File: src/rtl/core/upd_pkg.sv
`default_nettype none
// ----------------------------------------------------------------------------
// upd_pkg
// Shared types, constants and helper functions of the URI percent decoder.
// ----------------------------------------------------------------------------
package upd_pkg;

  localparam int          SEQ_DEPTH   = 4;
  localparam int          SEQ_IDX_W   = $clog2(SEQ_DEPTH);
  localparam int          QUEUE_DEPTH = 2;
  localparam int          QPTR_W      = $clog2(QUEUE_DEPTH);
  localparam int          QCNT_W      = $clog2(QUEUE_DEPTH + 1);

  localparam logic [7:0]  PCT_CHAR    = 8'h25;
  localparam logic [7:0]  LEAD4_MASK  = 8'hf8;
  localparam logic [7:0]  LEAD4_CODE  = 8'hf0;
  localparam logic [7:0]  LEAD3_MASK  = 8'hf0;
  localparam logic [7:0]  LEAD3_CODE  = 8'he0;
  localparam logic [7:0]  LEAD2_MASK  = 8'he0;
  localparam logic [7:0]  LEAD2_CODE  = 8'hc0;
  localparam logic [7:0]  CONT_MASK   = 8'hc0;
  localparam logic [7:0]  CONT_CODE   = 8'h80;

  typedef logic [7:0] byte_t;

  typedef struct packed {
    byte_t [SEQ_DEPTH-1:0]   bytes;
    logic  [SEQ_IDX_W-1:0]   last;
    logic                    eos;
    logic                    malformed;
  } cmd_t;

  typedef struct packed {
    logic       ok;
    logic [3:0] val;
  } hex_t;

  function automatic hex_t hex_digit(input byte_t c);
    hex_t h;
    h.ok  = 1'b1;
    h.val = 4'd0;
    if (c inside {["0":"9"]}) begin
      h.val = 4'(c - 8'h30);
    end else if (c inside {["a":"f"]}) begin
      h.val = 4'(c - 8'h57);
    end else if (c inside {["A":"F"]}) begin
      h.val = 4'(c - 8'h37);
    end else begin
      h.ok = 1'b0;
    end
    return h;
  endfunction

  function automatic logic is_reserved(input byte_t b);
    return b inside {";", "/", "?", ":", "@", "&", "=", "+", "$", ",", "#"};
  endfunction

endpackage
`default_nettype wire

File: src/rtl/core/upd_front.sv
`default_nettype none
// ----------------------------------------------------------------------------
// upd_front
// Accepts encoded words, tracks escapes and sequences, and issues one
// command per result group to the queue.
// ----------------------------------------------------------------------------
module upd_front (
  input  wire logic         clk,
  input  wire logic         rst,
  input  wire logic         cfg_wen,
  input  wire logic         cfg_wdata,
  input  wire logic         in_valid,
  input  wire logic         in_stall,
  input  wire logic [7:0]   char_byte,
  input  wire logic         is_final,
  output upd_pkg::cmd_t     push_cmd,
  output logic              push
);
  import upd_pkg::*;

  typedef enum logic [2:0] {
    PH_PLAIN,
    PH_HEX1,
    PH_HEX2,
    PH_CONT_PCT,
    PH_CONT_HEX1,
    PH_CONT_HEX2
  } phase_t;

  phase_t                 phase, phase_next;
  logic                   keep_reserved;
  byte_t                  first_hex_char, first_hex_char_next;
  logic [1:0]             pending, pending_next;
  byte_t [SEQ_DEPTH-1:0]  seq_bytes, seq_bytes_next;
  logic [2:0]             seq_count, seq_count_next;
  logic                   swallowing, swallowing_next;

  logic                   fire;
  hex_t                   hc, h1;
  byte_t                  dec;

  assign fire = in_valid && !in_stall;
  assign hc   = hex_digit(char_byte);
  assign h1   = hex_digit(first_hex_char);
  assign dec  = {h1.val, hc.val};

  always_comb begin
    phase_next          = phase;
    first_hex_char_next = first_hex_char;
    pending_next        = pending;
    seq_bytes_next      = seq_bytes;
    seq_count_next      = seq_count;
    swallowing_next     = swallowing;
    push                = 1'b0;
    push_cmd.bytes      = seq_bytes;
    push_cmd.last       = '0;
    push_cmd.eos        = is_final;
    push_cmd.malformed  = 1'b0;
    if (fire) begin
      if (swallowing) begin
        if (is_final) begin
          swallowing_next = 1'b0;
        end
      end else begin
        case (phase)
          PH_HEX1, PH_CONT_HEX1: begin
            if (hc.ok && !is_final) begin
              first_hex_char_next = char_byte;
              phase_next = (phase == PH_HEX1) ? PH_HEX2 : PH_CONT_HEX2;
            end else begin
              push_cmd.malformed = 1'b1;
            end
          end
          PH_HEX2: begin
            if (!hc.ok || !h1.ok) begin
              push_cmd.malformed = 1'b1;
            end else if (dec[7]) begin
              if ((dec & LEAD4_MASK) == LEAD4_CODE) begin
                pending_next = 2'd3;
              end else if ((dec & LEAD3_MASK) == LEAD3_CODE) begin
                pending_next = 2'd2;
              end else begin
                pending_next = 2'd1;
              end
              if (((dec & LEAD2_MASK) != LEAD2_CODE) && ((dec & LEAD3_MASK) != LEAD3_CODE)
                  && ((dec & LEAD4_MASK) != LEAD4_CODE)) begin
                push_cmd.malformed = 1'b1;
              end else if (is_final) begin
                push_cmd.malformed = 1'b1;
              end else begin
                seq_bytes_next[0] = dec;
                seq_count_next    = 3'd1;
                phase_next        = PH_CONT_PCT;
              end
            end else begin
              phase_next = PH_PLAIN;
              push       = 1'b1;
              if (keep_reserved && is_reserved(dec)) begin
                push_cmd.bytes[0] = PCT_CHAR;
                push_cmd.bytes[1] = first_hex_char;
                push_cmd.bytes[2] = char_byte;
                push_cmd.last     = SEQ_IDX_W'(2);
              end else begin
                push_cmd.bytes[0] = dec;
              end
            end
          end
          PH_CONT_PCT: begin
            if (char_byte == PCT_CHAR && !is_final) begin
              phase_next = PH_CONT_HEX1;
            end else begin
              push_cmd.malformed = 1'b1;
            end
          end
          PH_CONT_HEX2: begin
            if (!hc.ok || !h1.ok || ((dec & CONT_MASK) != CONT_CODE)) begin
              push_cmd.malformed = 1'b1;
            end else if (pending != 2'd1) begin
              if (is_final) begin
                push_cmd.malformed = 1'b1;
              end else begin
                seq_bytes_next[seq_count[SEQ_IDX_W-1:0]] = dec;
                seq_count_next = seq_count + 3'd1;
                pending_next   = pending - 2'd1;
                phase_next     = PH_CONT_PCT;
              end
            end else begin
              push_cmd.bytes[seq_count[SEQ_IDX_W-1:0]] = dec;
              push_cmd.last  = seq_count[SEQ_IDX_W-1:0];
              push           = 1'b1;
              pending_next   = 2'd0;
              seq_count_next = 3'd0;
              phase_next     = PH_PLAIN;
            end
          end
          default: begin
            phase_next = PH_PLAIN;
            if (char_byte == PCT_CHAR) begin
              if (is_final) begin
                push_cmd.malformed = 1'b1;
              end else begin
                phase_next = PH_HEX1;
              end
            end else begin
              push              = 1'b1;
              push_cmd.bytes[0] = char_byte;
            end
          end
        endcase
        if (push_cmd.malformed) begin
          push            = 1'b1;
          push_cmd.bytes  = '0;
          push_cmd.last   = '0;
          push_cmd.eos    = 1'b1;
          phase_next      = PH_PLAIN;
          pending_next    = 2'd0;
          seq_count_next  = 3'd0;
          swallowing_next = !is_final;
        end
      end
    end
  end

  always_ff @(posedge clk) begin
    if (rst) begin
      phase         <= PH_PLAIN;
      keep_reserved <= 1'b0;
      pending       <= 2'd0;
      seq_count     <= 3'd0;
      swallowing    <= 1'b0;
    end else begin
      phase      <= phase_next;
      pending    <= pending_next;
      seq_count  <= seq_count_next;
      swallowing <= swallowing_next;
      if (cfg_wen) begin
        keep_reserved <= cfg_wdata;
      end
    end
    first_hex_char <= first_hex_char_next;
    seq_bytes      <= seq_bytes_next;
  end

endmodule
`default_nettype wire

File: src/rtl/core/upd_queue.sv
`default_nettype none
// ----------------------------------------------------------------------------
// upd_queue
// Short command queue between the front and back parts.
// ----------------------------------------------------------------------------
module upd_queue (
  input  wire logic         clk,
  input  wire logic         rst,
  input  wire logic         push,
  input  wire upd_pkg::cmd_t push_cmd,
  output logic              full,
  input  wire logic         pop,
  output logic              head_valid,
  output upd_pkg::cmd_t     head_cmd
);
  import upd_pkg::*;

  cmd_t                    entries [QUEUE_DEPTH];
  logic [QPTR_W-1:0]       wr_ptr, rd_ptr;
  logic [QCNT_W-1:0]       count;
  logic                    do_pop;

  assign full       = (count == QCNT_W'(QUEUE_DEPTH));
  assign head_valid = (count != '0);
  assign head_cmd   = entries[rd_ptr];
  assign do_pop     = pop && head_valid;

  always_ff @(posedge clk) begin
    if (rst) begin
      wr_ptr <= '0;
      rd_ptr <= '0;
      count  <= '0;
    end else begin
      if (push) begin
        wr_ptr <= (wr_ptr == QPTR_W'(QUEUE_DEPTH - 1)) ? '0 : wr_ptr + 1'b1;
      end
      if (do_pop) begin
        rd_ptr <= (rd_ptr == QPTR_W'(QUEUE_DEPTH - 1)) ? '0 : rd_ptr + 1'b1;
      end
      if (push && !do_pop) begin
        count <= count + 1'b1;
      end else if (!push && do_pop) begin
        count <= count - 1'b1;
      end
    end
    if (push) begin
      entries[wr_ptr] <= push_cmd;
    end
  end

endmodule
`default_nettype wire

File: src/rtl/core/upd_back.sv
`default_nettype none
// ----------------------------------------------------------------------------
// upd_back
// Takes commands from the queue and sends their result words one per cycle while out_stall is low.
// ----------------------------------------------------------------------------
module upd_back (
  input  wire logic         clk,
  input  wire logic         rst,
  input  wire logic         head_valid,
  input  wire upd_pkg::cmd_t head_cmd,
  output logic              pop,
  output logic              out_valid,
  input  wire logic         out_stall,
  output logic [7:0]        out_byte,
  output logic              malformed,
  output logic              end_of_string
);
  import upd_pkg::*;

  cmd_t                  cur;
  logic                  busy;
  logic [SEQ_IDX_W-1:0]  idx;
  logic                  at_last;
  logic                  fire;

  assign at_last       = (idx == cur.last);
  assign fire          = busy && !out_stall;
  assign pop           = head_valid && (!busy || (fire && at_last));
  assign out_valid     = busy;
  assign out_byte      = cur.bytes[idx];
  assign malformed     = cur.malformed;
  assign end_of_string = cur.eos && at_last;

  always_ff @(posedge clk) begin
    if (rst) begin
      busy <= 1'b0;
      idx  <= '0;
    end else begin
      if (pop) begin
        busy <= 1'b1;
        idx  <= '0;
      end else if (fire) begin
        if (at_last) begin
          busy <= 1'b0;
          idx  <= '0;
        end else begin
          idx <= idx + 1'b1;
        end
      end
    end
    if (pop) begin
      cur <= head_cmd;
    end
  end

endmodule
`default_nettype wire

File: src/rtl/core/uri_percent_decoder.sv
`default_nettype none
// ----------------------------------------------------------------------------
// uri_percent_decoder
// Streaming URI percent decoder with UTF-8 escape checking.
// ----------------------------------------------------------------------------
// The decoder takes one encoded word per cycle while in_stall is low and
// sends decoded words one per cycle while out_stall is low. A plain byte or
// a simple escape gives one result word, a kept reserved escape three and a
// multi-byte sequence two to four, all sent from a registered output stage.
// Each command passes from the command queue into that output register.
// A two-entry command queue sits between the input side and the output side,
// so input is stalled only while the queue is full, which happens when
// multi-word results drain slower than input arrives or when the output is
// stalled. A malformed escape gives one word with malformed and end_of_string
// set; later input words up to the end of the string give no result. Write
// keep_reserved only while the block is idle.
module uri_percent_decoder (
  input  wire logic         clk,
  input  wire logic         rst,
  input  wire logic         cfg_wen,
  input  wire logic         cfg_wdata,
  input  wire logic         in_valid,
  output logic              in_stall,
  input  wire logic [7:0]   char_byte,
  input  wire logic         is_final,
  output logic              out_valid,
  input  wire logic         out_stall,
  output logic [7:0]        out_byte,
  output logic              malformed,
  output logic              end_of_string
);
  import upd_pkg::*;

  cmd_t  push_cmd, head_cmd;
  logic  push, full, pop, head_valid;

  assign in_stall = full;

  upd_front u_front (
    .clk       (clk),
    .rst       (rst),
    .cfg_wen   (cfg_wen),
    .cfg_wdata (cfg_wdata),
    .in_valid  (in_valid),
    .in_stall  (in_stall),
    .char_byte (char_byte),
    .is_final  (is_final),
    .push_cmd  (push_cmd),
    .push      (push)
  );

  upd_queue u_queue (
    .clk        (clk),
    .rst        (rst),
    .push       (push),
    .push_cmd   (push_cmd),
    .full       (full),
    .pop        (pop),
    .head_valid (head_valid),
    .head_cmd   (head_cmd)
  );

  upd_back u_back (
    .clk           (clk),
    .rst           (rst),
    .head_valid    (head_valid),
    .head_cmd      (head_cmd),
    .pop           (pop),
    .out_valid     (out_valid),
    .out_stall     (out_stall),
    .out_byte      (out_byte),
    .malformed     (malformed),
    .end_of_string (end_of_string)
  );

endmodule
`default_nettype wire
File: config.mk
export PLATFORM = sky130hd
export DESIGN_NAME = uri_percent_decoder
export DESIGN_NICKNAME = d
export VERILOG_FILES = /design/src/rtl/core/upd_pkg.sv /design/src/rtl/core/upd_front.sv /design/src/rtl/core/upd_queue.sv /design/src/rtl/core/upd_back.sv /design/src/rtl/core/uri_percent_decoder.sv
export SDC_FILE = /design/constraint.sdc
export NUM_CORES = 1
export LEC_CHECK = 0
export ABC_AREA = 1
export BUFFER_PORTS_ARGS = -buffer_cell sky130_fd_sc_hd__buf_4
export CAP_MARGIN = 20
export CORE_MARGIN = 2
export CORE_UTILIZATION = 57
export DETAILED_ROUTE_END_ITERATION = 12
export PLACE_DENSITY = 0.82
export SYNTH_ARGS = -nofsm -noshare
export SYNTH_HDL_FRONTEND = slang
export SYNTH_SLANG_ARGS = --single-unit
export TNS_END_PERCENT = 20
File: constraint.sdc
create_clock -name clk -period 4.2 [get_ports clk]
set_input_delay 0.84 -clock clk [delete_from_list [all_inputs] [get_ports clk]]
set_output_delay 0.84 -clock clk [all_outputs]
set_load 0.05 [all_outputs]
==> results of run 1 <==
==> flip-flops by register name (all words and copies together) (netlist names), 2 cells and up <==
name,flops
u_queue.entries,72
u_front.phase,3
u_back.cur,35
u_back.idx,2
u_front.seq_count,2
u_queue.count,2
u_front.first_hex_char,8
u_front.seq_bytes,32
u_front.pending,2
==> final timing paths <==
kind	startpoint	end	depth (start not counted)
worst max-delay path	u_front.first_hex_char[0]	u_queue.count[1]	20
worst min-delay path	u_queue.entries[0][19]	u_back.cur[19]	2
worst max register to register	u_front.first_hex_char[0]	u_queue.count[1]	20
worst min register to register	u_queue.entries[0][19]	u_back.cur[19]	2
==> power groups by stage <==
stage	clock, mW	combinational, mW	sequential (mW)
after floorplan	0	1.25	2.50
after global placement	0	1.73	2.50
after detailed placement	0	1.76	2.52
after CTS	1.59	1.78	2.49
after global routing	1.65	1.99	2.52
final	1.57	1.80	2.48
==> stage by stage <==
step	hold WS (ns)	instance area, um^2	setup TNS (ns)	setup slack (ns)	util, %
after floorplan	0.474	8920	-5.09	-0.142	-
after global placement	0.491	9360	0	0.526	61.4
after detailed placement	0.501	9360	0	0.423	61.4
after CTS	0.512	9970	0	0.614	65.3
after global routing	0.537	9990	0	0.281	65.5
final	0.509	9990	0	0.553	65.5
==> area by class of cell <==
cell class	count	area share, %
tap	211	2.64
multi-input combinational	748	35.9
timing repair buffer	47	3.78
clock buffer	18	4.40
inverter	103	3.87
sequential	164	47.7
clock inverter	14	1.65
==> layer usage <==
metal  wire length, um  part of all wire (%)
met1              8960                    42
met2              9890                    46
met3              1800                   8.4
met4               668                   3.1
met5                 0                     0
==> placed cells by master (no fill, tap or decap), types with 7 or more instances in the layout <==
| master | instances |
|---|---|
| inv_2 | 12 |
| dfxtp_1 | 16 |
| edfxtp_1 | 148 |
| o22ai_1 | 14 |
| nand4_1 | 15 |
| o21ai_1 | 7 |
| o211ai_1 | 8 |
| nor2_1 | 94 |
| nand3_1 | 56 |
| nor3_1 | 7 |
| nand2_2 | 12 |
| o21ai_0 | 115 |
| buf_4 | 45 |
| a21oi_1 | 39 |
| clkbuf_16 | 17 |
| ha_1 | 14 |
| inv_1 | 91 |
| nand2_1 | 326 |
==> kinds of logic (layout without fill, tap and decap cells) <==
group,Yosys count,after routing
simple gates,537,537
compound gates,194,194
flops,164,164
buf+inv,147,182
fa+ha+maj,14,14
xor+xnor,3,3
==> worst max-delay path, stage by stage, from the launching register on <==
cell and delay, ns:
edfxtp_1 0.49, inv_1 0.20, ha_1 0.20, nand2_1 0.07
nand3_2 0.09, nand2_4 0.10, nand2_4 0.15, nand3_2 0.36
nor2_2 0.29, nand4_1 0.13, nand2_1 0.07, nand2_1 0.07
nand2_2 0.22, nand2_1 0.12, nand2_2 0.13, inv_2 0.06
ha_1 0.32, a21oi_1 0.13, o21ai_0 0.12, o21ai_0 0.15
a21oi_1 0.05
==> impl_metrics.json, run 1 <==
{
  "dieArea_um2": 16700,
  "drc": 0,
  "finalHoldViolCount": 0,
  "clock_skew_ns": 0.00978,
  "synthAdderAreaFrac_pct": 1.96,
  "portBuffers": 26,
  "use_met2_pct": 41.4,
  "period_needed_ns": 3.65,
  "initial_core_util_pct": 58.5,
  "clkTransAtPathRegs_ns": 0.06,
  "regToRegSetupSlack_ns": 0.55,
  "cts_buffer_depth": 2,
  "diodes": 0,
  "timing.final.crit_share_pct": 86.8,
  "die_h_um": 129,
  "grt_pass1_wl_mm": 33.9,
  "cap_violations": 0,
  "status": "finished clean",
  "grt_pass1_vias": 6541,
  "synth_area_leaders": "edfxtp_1 (50%), nand2_1 (14%), o21ai_0 (6.5%)",
  "path_class": "reg -> reg",
  "cts_tree": "done",
  "routed_via_density": 5.66,
  "grt_use_met3_pct": 5.49,
  "cp-end-kind": "flop",
  "detailedRoute.firstIterationViolations": 805,
  "path_max_fanout": 11,
  "io_pins": 27,
  "core_area_um2": 15300,
  "drt.antenna.violating_nets": 0,
  "synth_area_per_cell_um2": 8.42,
  "regArea_um2": 4760,
  "die_w_um": 129,
  "postSynth.asyncResetShare_pct": 0,
  "vias": 7386,
  "power_mw": 5.85,
  "synthXorXnorAreaFrac_pct": 0.295,
  "hold_path.class": "reg -> reg",
  "critPathRequiredTime_ns": 4.52,
  "dp_cells": 1272,
  "root_buffer": "clkbuf_16",
  "tightest_slew_ns": 0.623,
  "synth_nets": 1088,
  "synth_edf_count": 148,
  "rsz0062_at_grt": "false",
  "wl_per_cell_um": 16.3,
  "synth.top_cell.area_share_pct": 49.8,
  "pwr-share-clk_pct": 26.8,
  "max_freq_mhz": 274,
  "synthMuxAreaShare_pct": 0,
  "cts_hold_buf": 0,
  "synth_top_family_by_area": "simple AND/OR/NAND/NOR gates",
  "syn_inst": 1059,
  "grt_util_all_layers_pct": 26.5,
  "power.switching_mw": 2.10,
  "htreeDepth": 4,
  "num-nets-final": 1110,
  "ys.flop_type": "edfxtp_1",
  "use_met1_pct": 36.3,
  "syn2layout_area_growth_pct": 11.9,
  "synth_seq_cells": 164,
  "drive_gt1_share_pct": 11.6,
  "multi_input_area_um2": 3590,
  "yosys_warnings": 0,
  "p_seq_share_pct": 42.4,
  "overflow": 0,
  "yosysUniqueCellTypes": 38,
  "p_leak_nw": 4.24,
  "cts-resized-gates": 0,
  "yosysMostFrequentCell": "nand2_1",
  "ir_worst_vdd_v": 0.000324,
  "synth_top_cell_by_area": "edfxtp_1",
  "cp.arrival_ns": 3.96,
  "top_usage_layer": "met2",
  "dp_hpwl_mm": 14.6,
  "yosys.area_share.simple_pct": 26.1,
  "clock_latency_ns": 0.44,
  "synthTopCellsByCount": "nand2_1 (326), edfxtp_1 (148), o21ai_0 (115)",
  "power_density_nw_per_um2": 586,
  "combPwrFrac_pct": 30.8,
  "yosysSeqAreaShare_pct": 53.4,
  "report.final.slew_viol_count": 0,
  "antenna_found_initial": 0,
  "cts_sinks": 164,
  "first_pass_iters": 8,
  "grt_max_degree": 39,
  "fill_cells": 1224,
  "final-setup-viol-count": 0,
  "cts_setup_buffers": 0,
  "finalWirelength_mm": 21.3,
  "intPower_mw": 3.75,
  "place.gp.congestion": 0.969,
  "synth_compound_gate_area_share_pct": 11.7,
  "synth_area_um2": 8920,
  "p_sw_share_pct": 35.9,
  "numCtsBuffers": 17,
  "maxSlewHeadroom_pct": 58.4,
  "critPathLaunchType": "flop",
  "num_rows": 45,
  "stdcell_count": 1305
}
(Power assumes the default switching activity.)
==> run 2: changes to the inputs <==
- CELL_PAD_IN_SITES_DETAIL_PLACEMENT: not set -> 1
- CELL_PAD_IN_SITES_GLOBAL_PLACEMENT: not set -> 1
- CORE_UTILIZATION: 57 -> 52
- PLACE_DENSITY: 0.82 -> 0.91
- clock period: 4.2 -> 4.3 ns (I/O delays scaled with it)
==> run 2 against run 1 <==
Compared with the run above: setup slack improved by 0.10 ns; wire length increased by 32%; utilization is 5.3 points lower; total power grew 3.3%; via count is 5.7% higher; critical path depth up 1; final cell count rose by 0.77%; first-iteration DRC count grew 0.87%; critical path type unchanged.
==> impl_metrics.json, run 2 (synthesized netlist as in run 1, its figures left out) <==
{
  "grt_pass1_wl_mm": 43.8,
  "max_freq_mhz": 274,
  "grt_util_all_layers_pct": 31.8,
  "power_mw": 6.04,
  "maxSlewHeadroom_pct": 55.6,
  "regMostFlops": "u_queue.entries",
  "die_h_um": 135,
  "diodes": 0,
  "initial_core_util_pct": 53.4,
  "routed_via_density": 5.93,
  "regToRegSetupSlack_ns": 0.65,
  "place.gp.congestion": 0.953,
  "cts_buffer_depth": 2,
  "drc": 0,
  "path_max_fanout": 14,
  "critPathRequiredTime_ns": 4.62,
  "largest_reg_flops": 72,
  "pwr-share-clk_pct": 28.1,
  "p_seq_share_pct": 40.6,
  "clkTransAtPathRegs_ns": 0.07,
  "die_w_um": 135,
  "drive_gt1_share_pct": 11.6,
  "tightest_slew_ns": 0.665,
  "layout_commonest_cell": "nand2_1",
  "detailedRoute.firstIterationViolations": 812,
  "cts_tree": "done",
  "num_rows": 47,
  "numCtsBuffers": 17,
  "hold_start": "u_queue.entries[1][22]",
  "r2r-start": "u_front.first_hex_char[0]",
  "cts-resized-gates": 0,
  "antenna_found_initial": 1,
  "wl_per_cell_um": 21.4,
  "core_area_um2": 16700,
  "vias": 7804,
  "num-nets-final": 1111,
  "power_density_nw_per_um2": 602,
  "cp-end-kind": "flop",
  "whs_ns": 0.525,
  "dp_hpwl_mm": 19.3,
  "cts_sinks": 164,
  "p_leak_nw": 4.27,
  "cp.arrival_ns": 3.97,
  "io_pins": 27,
  "portBuffers": 26,
  "cap_violations": 0,
  "p_sw_share_pct": 37.4,
  "combPwrFrac_pct": 31.3,
  "power.switching_mw": 2.26,
  "finalHoldViolCount": 0,
  "critPathLaunchType": "flop",
  "grt_pass1_vias": 8082,
  "r2r_end": "u_queue.count[1]",
  "final-setup-viol-count": 0,
  "met2_length_mm": 14.0,
  "rr_worst_depth": 21,
  "ir_worst_vdd_v": 0.000404,
  "final_cell_mix": "nand2_1 (326), edfxtp_1 (148), o21ai_0 (115)",
  "overflow": 0,
  "hold_path.class": "reg -> reg",
  "finalWirelength_mm": 28.1,
  "syn2layout_area_growth_pct": 12.6,
  "wl_met1_mm": 11.2,
  "holdPathEnd": "u_back.cur[22]",
  "clock_skew_ns": 0.0117,
  "clock_latency_ns": 0.44,
  "wl_met3_mm": 1.95,
  "first_pass_iters": 8,
  "cts_setup_buffers": 0,
  "top_regs": "u_queue.entries (72), u_back.cur (35), u_front.seq_bytes (32)",
  "root_buffer": "clkbuf_16",
  "highest_layer": "met4",
  "dieArea_um2": 18200,
  "utilization_pct": 60.2,
  "timing.final.crit_share_pct": 84.8,
  "grt_max_degree": 39,
  "report.final.slew_viol_count": 0,
  "drt.antenna.violating_nets": 0,
  "hold_depth": 2,
  "rsz0062_at_grt": "false",
  "htreeDepth": 4,
  "path_class": "reg -> reg",
  "period_needed_ns": 3.65,
  "cts_hold_buf": 0,
  "intPower_mw": 3.78,
  "status": "finished clean"
}
-- run 2: cell type report --
class / instances / area, um^2
well taps: 220 / 275
flip-flops and latches: 164 / 4760
fillers: 1962 / 6650
multi-input cells: 748 / 3590
clock buffers: 18 / 429
clock inverters: 14 / 216
inverters: 103 / 387
repair buffers: 48 / 380
-- run 2: worst max-delay path by stage --
| stage | depth (start not counted) | end | slack (ns) | from |
|---|---|---|---|---|
| CTS | 21 | u_queue.count[1] | 0.67 | u_front.first_hex_char[0] |
| floorplan | 18 | u_queue.entries[0][0] | -0.06 | char_byte[1] |
| global route | 22 | u_queue.count[1] | 0.39 | u_front.first_hex_char[0] |
| global placement | 23 | u_queue.count[1] | 0.58 | char_byte[1] |
| finish | 21 | u_queue.count[1] | 0.65 | u_front.first_hex_char[0] |
| detailed placement | 18 | u_queue.entries[1][16] | 0.37 | char_byte[1] |
-- run 2: critical path: stages, from the launching register on --
cell and delay (ns):
edfxtp_1 0.49, inv_1 0.21, ha_1 0.20, nand2_1 0.07, nand3_2 0.10, nand2_4 0.10, nand2_4 0.16, nand3_2 0.28
nand2_2 0.19, nor2_4 0.05, nand3_1 0.06, buf_4 0.22, inv_1 0.15, nor3_1 0.16, nand2_1 0.11, nand2_2 0.15
inv_2 0.06, ha_1 0.32, a21oi_1 0.12, o21ai_0 0.11, o21ai_0 0.16, a21oi_1 0.05
-- run 2: layer usage --
metal  track usage [%]  vias up
li1                  -     3616
met1              39.7     3746
met2              55.3      354
met3              6.01       88
met4              11.5        0
met5                 0        -
-- run 2: stage by stage --
| step | setup TNS, ns | instance area (um^2) | std cells | setup WS, ns |
|---|---|---|---|---|
| finish | 0 | 10000 | 1315 | 0.655 |
| global route | 0 | 10000 | 1315 | 0.390 |
| CTS | 0 | 10000 | 1314 | 0.673 |
| detailed placement | 0 | 9370 | 1282 | 0.369 |
| global placement | 0 | 9370 | 1282 | 0.576 |
| floorplan | -2.21 | 8920 | 1059 | -0.0615 |
-- run 2: power by group through the flow --
| stage | registers [mW] | clock network [mW] | logic (mW) |
|---|---|---|---|
| 5_1_grt | 2.48 | 1.76 | 2.05 |
| 3_3_place_gp | 2.44 | 0 | 1.71 |
| 3_5_place_dp | 2.48 | 0 | 1.82 |
| 4_1_cts | 2.46 | 1.70 | 1.86 |
| 2_1_floorplan | 2.44 | 0 | 1.23 |
| 6_report | 2.45 | 1.70 | 1.89 |
